[config.mk]
export PLATFORM = sky130hd
export DESIGN_NAME = bzh_cell
export DESIGN_NICKNAME = d
export VERILOG_FILES = /design/src/rtl/bzh_pkg.sv /design/src/rtl/bzh_cell.sv
export SDC_FILE = /design/constraint.sdc
export NUM_CORES = 1
export LEC_CHECK = 0
export BUFFER_PORTS_ARGS = -buffer_cell sky130_fd_sc_hd__clkbuf_2
export CORE_AREA = 2 2 337 339
export CTS_BUF_LIST = sky130_fd_sc_hd__clkbuf_16
export DETAILED_ROUTE_END_ITERATION = 12
export DIE_AREA = 0 0 339 341
export GPL_TIMING_DRIVEN = 0
export SLEW_MARGIN = 20
export SYNTH_ARGS = -nofsm -noshare
export SYNTH_HDL_FRONTEND = slang
export SYNTH_SLANG_ARGS = --single-unit
[constraint.sdc]
create_clock -name clk -period 5.54 [get_ports clk]
set_clock_uncertainty 0.1 [all_clocks]
set_input_delay 0.554 -clock clk [delete_from_list [all_inputs] [get_ports clk]]
set_output_delay 0.554 -clock clk [all_outputs]
set_load 0.01 [all_outputs]
[src/rtl/bzh_pkg.sv]
`timescale 1ns / 1ps
// ----------------------------------------------------------------------------
// bzh_pkg: shared types and constants of the board Zobrist hash block
// Sizes of the board, piece kind codes, command codes and the record that
// moves along the row of square cells.
// ----------------------------------------------------------------------------
package bzh_pkg;

  localparam int SQUARES     = 32;
  localparam int PIECE_KINDS = 4;
  localparam int KIND_W      = $clog2(PIECE_KINDS);
  localparam int KEY_W       = 64;
  localparam int BOARD_W     = 32;
  localparam int SQ_W        = 5;

  localparam int IN_DATA_W  = 328;
  localparam int OUT_DATA_W = 128;

  typedef logic [KIND_W-1:0]  kind_t;
  typedef logic [KEY_W-1:0]   key_t;
  typedef logic [SQUARES-1:0] mask_t;

  localparam kind_t KIND_BMAN  = kind_t'(0);
  localparam kind_t KIND_WMAN  = kind_t'(1);
  localparam kind_t KIND_BKING = kind_t'(2);
  localparam kind_t KIND_WKING = kind_t'(3);

  typedef enum logic [1:0] {
    CMD_LOAD = 2'd0,
    CMD_HASH = 2'd1,
    CMD_MOVE = 2'd2,
    CMD_NONE = 2'd3
  } cmd_t;

  typedef enum logic {
    REG_SIDE_KEY   = 1'b0,
    REG_PROMO_MASK = 1'b1
  } reg_index_t;

  // Record handed from cell to cell. Square masks shift down one place per
  // cell so that each cell looks at bit 0 only.
  typedef struct packed {
    mask_t                   load_sel;
    kind_t                   load_kind;
    key_t                    load_key;
    logic [PIECE_KINDS-1:0][SQUARES-1:0] occ;
    mask_t                   to_sel;
    kind_t                   to_kind;
    mask_t                   from_sel;
    kind_t                   from_kind;
    key_t                    acc;
    logic                    has_result;
    logic                    is_move;
    logic                    black;
    key_t                    cur_key;
  } item_t;

endpackage

[src/rtl/bzh_cell.sv]
`timescale 1ns / 1ps
// ----------------------------------------------------------------------------
// bzh_cell: one square of the hash chain
// Holds the keys of its square for every piece kind, folds the selected keys
// into the running XOR and hands the item to the next square.
// ----------------------------------------------------------------------------
module bzh_cell (
  input  logic          clk,
  input  logic          rst,
  input  logic          advance,
  input  logic          in_valid,
  input  bzh_pkg::item_t in_item,
  output logic          out_valid,
  output bzh_pkg::item_t out_item
);
  import bzh_pkg::*;

  key_t  keys [PIECE_KINDS];
  key_t  acc_next;
  item_t item_next;

  always_comb begin
    acc_next = in_item.acc;
    for (int k = 0; k < PIECE_KINDS; k++) begin
      if (in_item.occ[k][0]) begin
        acc_next = acc_next ^ keys[k];
      end
    end
    if (in_item.to_sel[0]) begin
      acc_next = acc_next ^ keys[in_item.to_kind];
    end
    if (in_item.from_sel[0]) begin
      acc_next = acc_next ^ keys[in_item.from_kind];
    end

    item_next          = in_item;
    item_next.acc      = acc_next;
    item_next.load_sel = in_item.load_sel >> 1;
    item_next.to_sel   = in_item.to_sel >> 1;
    item_next.from_sel = in_item.from_sel >> 1;
    for (int k = 0; k < PIECE_KINDS; k++) begin
      item_next.occ[k] = in_item.occ[k] >> 1;
    end
  end

  // Key storage: written by a load item passing this square
  always_ff @(posedge clk) begin
    if (advance && in_valid && in_item.load_sel[0]) begin
      keys[in_item.load_kind] <= in_item.load_key;
    end
  end

  always_ff @(posedge clk) begin
    if (rst) begin
      out_valid <= 1'b0;
    end else if (advance) begin
      out_valid <= in_valid;
    end
  end

  always_ff @(posedge clk) begin
    if (advance) begin
      out_item <= item_next;
    end
  end

endmodule

Word-level counts from Yosys, hierarchy flattened

Memories as Yosys holds them, arrays and structs flattened.
Index checks and enable logic that the tools add are counted.

Flip-flop bits (word level): 419
Memories kept: 1
Bits in writable memories: 256
Output and inout bits: 426
Word-level logic and storage cells: 34
Bits of input ports: 429

Memory list:

| name | depth | width | rd ports | clocked after memory_dff | write ports | RTL line       | source |
|---|---|---|---|---|---|---|---|
| keys | 4     | 64    | 6        | 0                        | 1           | bzh_cell.sv:18 | `key_t keys [PIECE_KINDS];` |

Muxes and demuxes: 8
Bitwise logic cells: 6
Reduce and logical (&&, ||, !) cells: 2

Operator list:

| cell               | number |
|---|---|
| two-way mux 64 bit | 6 |
| XOR 64 bit         | 6 |
| logical AND 1 bit  | 2 |
| two-way mux 1 bit  | 2 |

Longest topological paths before layout

An unclocked memory read counts as a cell.

Depth after elaboration: 13
Gate-level depth with buffers: 6
Gate-level depth less buffers: 4

Worst setup path after synthesis

OpenSTA, ideal clock, no wires.

Kind: in2reg
Start point: input in_item[393] in the netlist's numbering
End point: memory keys[0][0] in the netlist's numbering, enable pin
Stages: 2
Library setup time: 565 ps
Buffers on the path: 0
Required time: 4875 ps
Data arrival time: 5037 ps
Setup slack: -162 ps
Cells stage by stage: nand3_1 nor3_1

Word-level cells in the longest chain between the ends: 3

Ends and longest elaborated chain:

| element                                 | RTL line       | source |
|---|---|---|
| start, declared                         | bzh_cell.sv:12 | `input bzh_pkg::item_t in_item,` |
| logical AND 1 bit                       | bzh_cell.sv:48 | `if (advance && in_valid && in_item.load_sel[0]) begin` |
| two-way mux 1 bit                       | bzh_cell.sv:48 |  |
| two-way mux 1 bit (not written as such) | bzh_cell.sv:49 | `keys[in_item.load_kind] <= in_item.load_key;` |
| end, declared                           | bzh_cell.sv:18 |  |

Every way passes these cells.

Worst setup path after layout

Start point: input advance
End point: memory keys[0][61] in the netlist's numbering, enable pin

Word-level cells in the longest chain between the ends: 4

Ends and longest elaborated chain:

| element                                 | RTL line       | source |
|---|---|---|
| start, declared                         | bzh_cell.sv:10 | `input logic advance,` |
| logical AND 1 bit (2 in a row)          | bzh_cell.sv:48 |  |
| two-way mux 1 bit                       | bzh_cell.sv:48 |  |
| two-way mux 1 bit (not written as such) | bzh_cell.sv:49 |  |

Every way passes these cells.

==> key figures <==
Drt
  – Vias: between 15000 and 20000
  – DR iter-0 viols: between 1000 and 1500
  – Avg WL per Cell: between 20 and 25 µm
  – Pre-Repair DR Iteration Count: 7
  – DRC errors left: 0
  – DR vias/cell: 4.303
  – Antenna-violating nets left: 0
  – Aggregate routed wire length: 107.3 mm

CTS
  – Clock tree root buffer cell: clkbuf_16
  – Clock slew at reported path FFs: 0.06 ns
  – Num CTS Buffers: 77
  – TritonCTS clock tree: yes
  – Clk sinks: between 600 and 700
  – # H-tree levels: 3
  – Clock latency on the worst-skew pair: 0.65 ns
  – Post_cts resized: 0
  – CTS Buffer Depth: 3

Yosys
  – Mux share of post-synthesis cell area: between 10% and 20%
  – Yosys warning total: 0
  – Simple-Gate Fraction of Synth Area: roughly 5%
  – Yosys cell types: 19
  – Synthesized instance count: between 1500 and 2000
  – Synth Area in Adders: 0%
  – Compound-gate portion of the synthesized area: 0%
  – Xor-xnor portion of the synthesized cell area: 12.72%
  – Avg Synthesized Cell Area: 18.17 µm²
  – Sequential fraction of the synthesis area: between 60% and 70%
  – Area of the mapped netlist: roughly 0.029 mm²
  – Yosys reg bits: roughly 680
  – Largest family of logic cells by synthesized area: XOR/XNOR gates

Worst setup path
  – CP max FO: 80
  – Worst Setup Path Type: in -> reg
  – Crit path capture type: flip-flop
  – Reg2reg start: keys[1][63]
  – Crit path from: advance
  – Arr. time, crit path: 3.72 ns
  – Startpoint type of the worst setup path: primary input
  – Worst EP required: ~5.8 ns

Floorplanning
  – Initial Util: 25.88%
  – Num rows: 123
  – Die Height: between 300 and 400 µm
  – I/O pin count: 855
  – Die X: around 340 µm
  – Core Region: about 0.11 mm²
  – Die area: roughly 0.12 mm²

STA
  – Fin crit period: 3.485 ns
  – Final setup vio count: 0
  – Max Clk Rate: 286.9 MHz
  – Worst-margin pin slew: 1.145 ns
  – Final worst slack: around 2 ns
  – Post-route setup TNS: 0 ns
  – Tcrit/Tclk final: between 60 and 70%
  – Final Hold Viols: 0
  – Relative slew slack: a little under a quarter
  – RSZ-0062 raised after global routing: no
  – Final hold slack: about 0.044 ns
  – Final slew viol count: 0

Layout
  – Nets@finish: roughly 3300
  – Layout cell share with drive strength beyond 1: between 30 and 40%
  – Area growth syn-to-layout: 41.87%
  – Filler instances: 10610

GRT
  – Grt total ovfl: 0
  – Initial antenna violation count: 30
  – First-pass GRT wire length: approximately 150 mm
  – Vias in the first global route: ~19000
  – Global router's overall resource usage: between 10% and 20%
  – Maximum number of pins on one net before global-route repair: 85

Hold path
  – HP Class: in -> reg
  – Hold path start: in_item[9]

Placed design
  – GPL Wtd Cong: roughly 0.86
  – Port bufs: approximately 840
  – Post-place setup slack: approximately 1.4 ns
  – Hpwl dp: 79.85 mm

Power and ir drop
  – Power per cell area: about 320 mW/mm²
  – Max rail drop VDD: between 200 and 300 µV
  – Leakage: between 15 and 20 nW
  – Pwr Total: roughly 13 mW

Status
  – Outcome: finished, final reports clean

Job
  – Max-cap violations: 0
==> metal layers <==
layer  routed length (µm)  track usage [%]  vias up
met3                11630            7.347      123
met4                 2821            5.491        8
met2                51400            29.49      782
met5                   57                0        -
met1                41420            21.65     9627
li1                     -                -     8515
==> sequential cells by signal, indices dropped and copies added (netlist names) <==
register   flops
keys         256
out_item     418
out_valid      1
==> logic make-up after synthesis <==
group,Yosys count
other cells,1
simple gates,390
mux,129
xor+xnor,320
buf+inv,79
flops,675
==> cells in the final DEF (no fill, tap or decap), drive strengths merged <==
cell and instances:
mux2i 1, diode 15, clkinvlp 6, xnor2 192, inv 22, conb 7
bufinv 11, nor3 4, clkbuf 934, mux4 128, dlygate4sd3 284, edfxtp 674
xor2 64, xnor3 64, nand3 1, clkinv 26, nand2 384, buf 109
nor2 1, dfxtp 1
==> timing repair <==
action	4_1_cts	5_1_grt
hold buffers	284	0
buffers inserted	0	0
endpoints found under the hold margin	309	0
==> final timing paths <==
check,end,slack [ns],depth (start not counted)
max,keys[0][61],2.05,10
min,out_item[9],0.04,1
min reg2reg,out_valid,0.45,2
max reg2reg,out_item[130],3.54,4
==> synthesized netlist by cell type <==
| cell type | count | area share, % |
|---|---|---|
| inv_1 | 2 | 0.026 |
| nand2_1 | 384 | 5.0 |
| nor3_1 | 4 | 0.069 |
| buf_4 | 7 | 0.18 |
| xor2_1 | 64 | 1.9 |
| buf_1 | 13 | 0.17 |
| xnor3_1 | 64 | 5.0 |
| mux4_1 | 49 | 4.4 |
| nand3_1 | 1 | 0.017 |
| clkbuf_1 | 14 | 0.18 |
| mux4_2 | 79 | 6.1 |
| conb_1 | 1 | 0.013 |
| edfxtp_1 | 674 | 70 |
| dfxtp_1 | 1 | 0.069 |
| nor2_1 | 1 | 0.013 |
| xnor2_1 | 192 | 5.8 |
| buf_6 | 14 | 0.54 |
| mux2i_1 | 1 | 0.035 |
| buf_2 | 29 | 0.50 |
==> per-stage QoR <==
| step | std cells | util [%] | area [µm²] |
|---|---|---|---|
| 2_1_floorplan | 1600 | - | 28980 |
| 3_5_place_dp | 3987 | 31.81 | 35600 |
| 6_report | 4428 | 36.72 | 41080 |
| 3_3_place_gp | 3941 | 31.34 | 35070 |
| 4_1_cts | 4413 | 36.69 | 41050 |
| 5_1_grt | 4419 | 36.70 | 41060 |
==> worst max-delay path, stage by stage <==
cell and delay, ns:
clkbuf_8 0.29, buf_16 0.37, buf_16 0.36, nand3_1 0.32, nor3_2 0.61, buf_6 0.24, buf_6 0.16, buf_4 0.18
buf_4 0.21, buf_6 0.17
==> power breakdown <==
part	leakage [nW]	internal (mW)	switching, mW
Combinational	8.92	0.842	0.985
Sequential	6.41	6.03	0.140
Clock	1.32	3.12	2.19
==> layout make-up <==
type                    count  area (µm²)  area share (%)
diodes                     15       37.54         0.09137
inverters                   2       7.507         0.01827
plain buffers              77       459.2           1.118
multi-input cells         846        8277           20.15
repair buffers           1171        7559           18.40
well taps                1500        1877           4.568
clock inverters            63       630.6           1.535
flip-flops and latches    675       20260           49.31
clock buffers              79        1977           4.812
No activity file was read; power rests on OpenSTA's default activity.
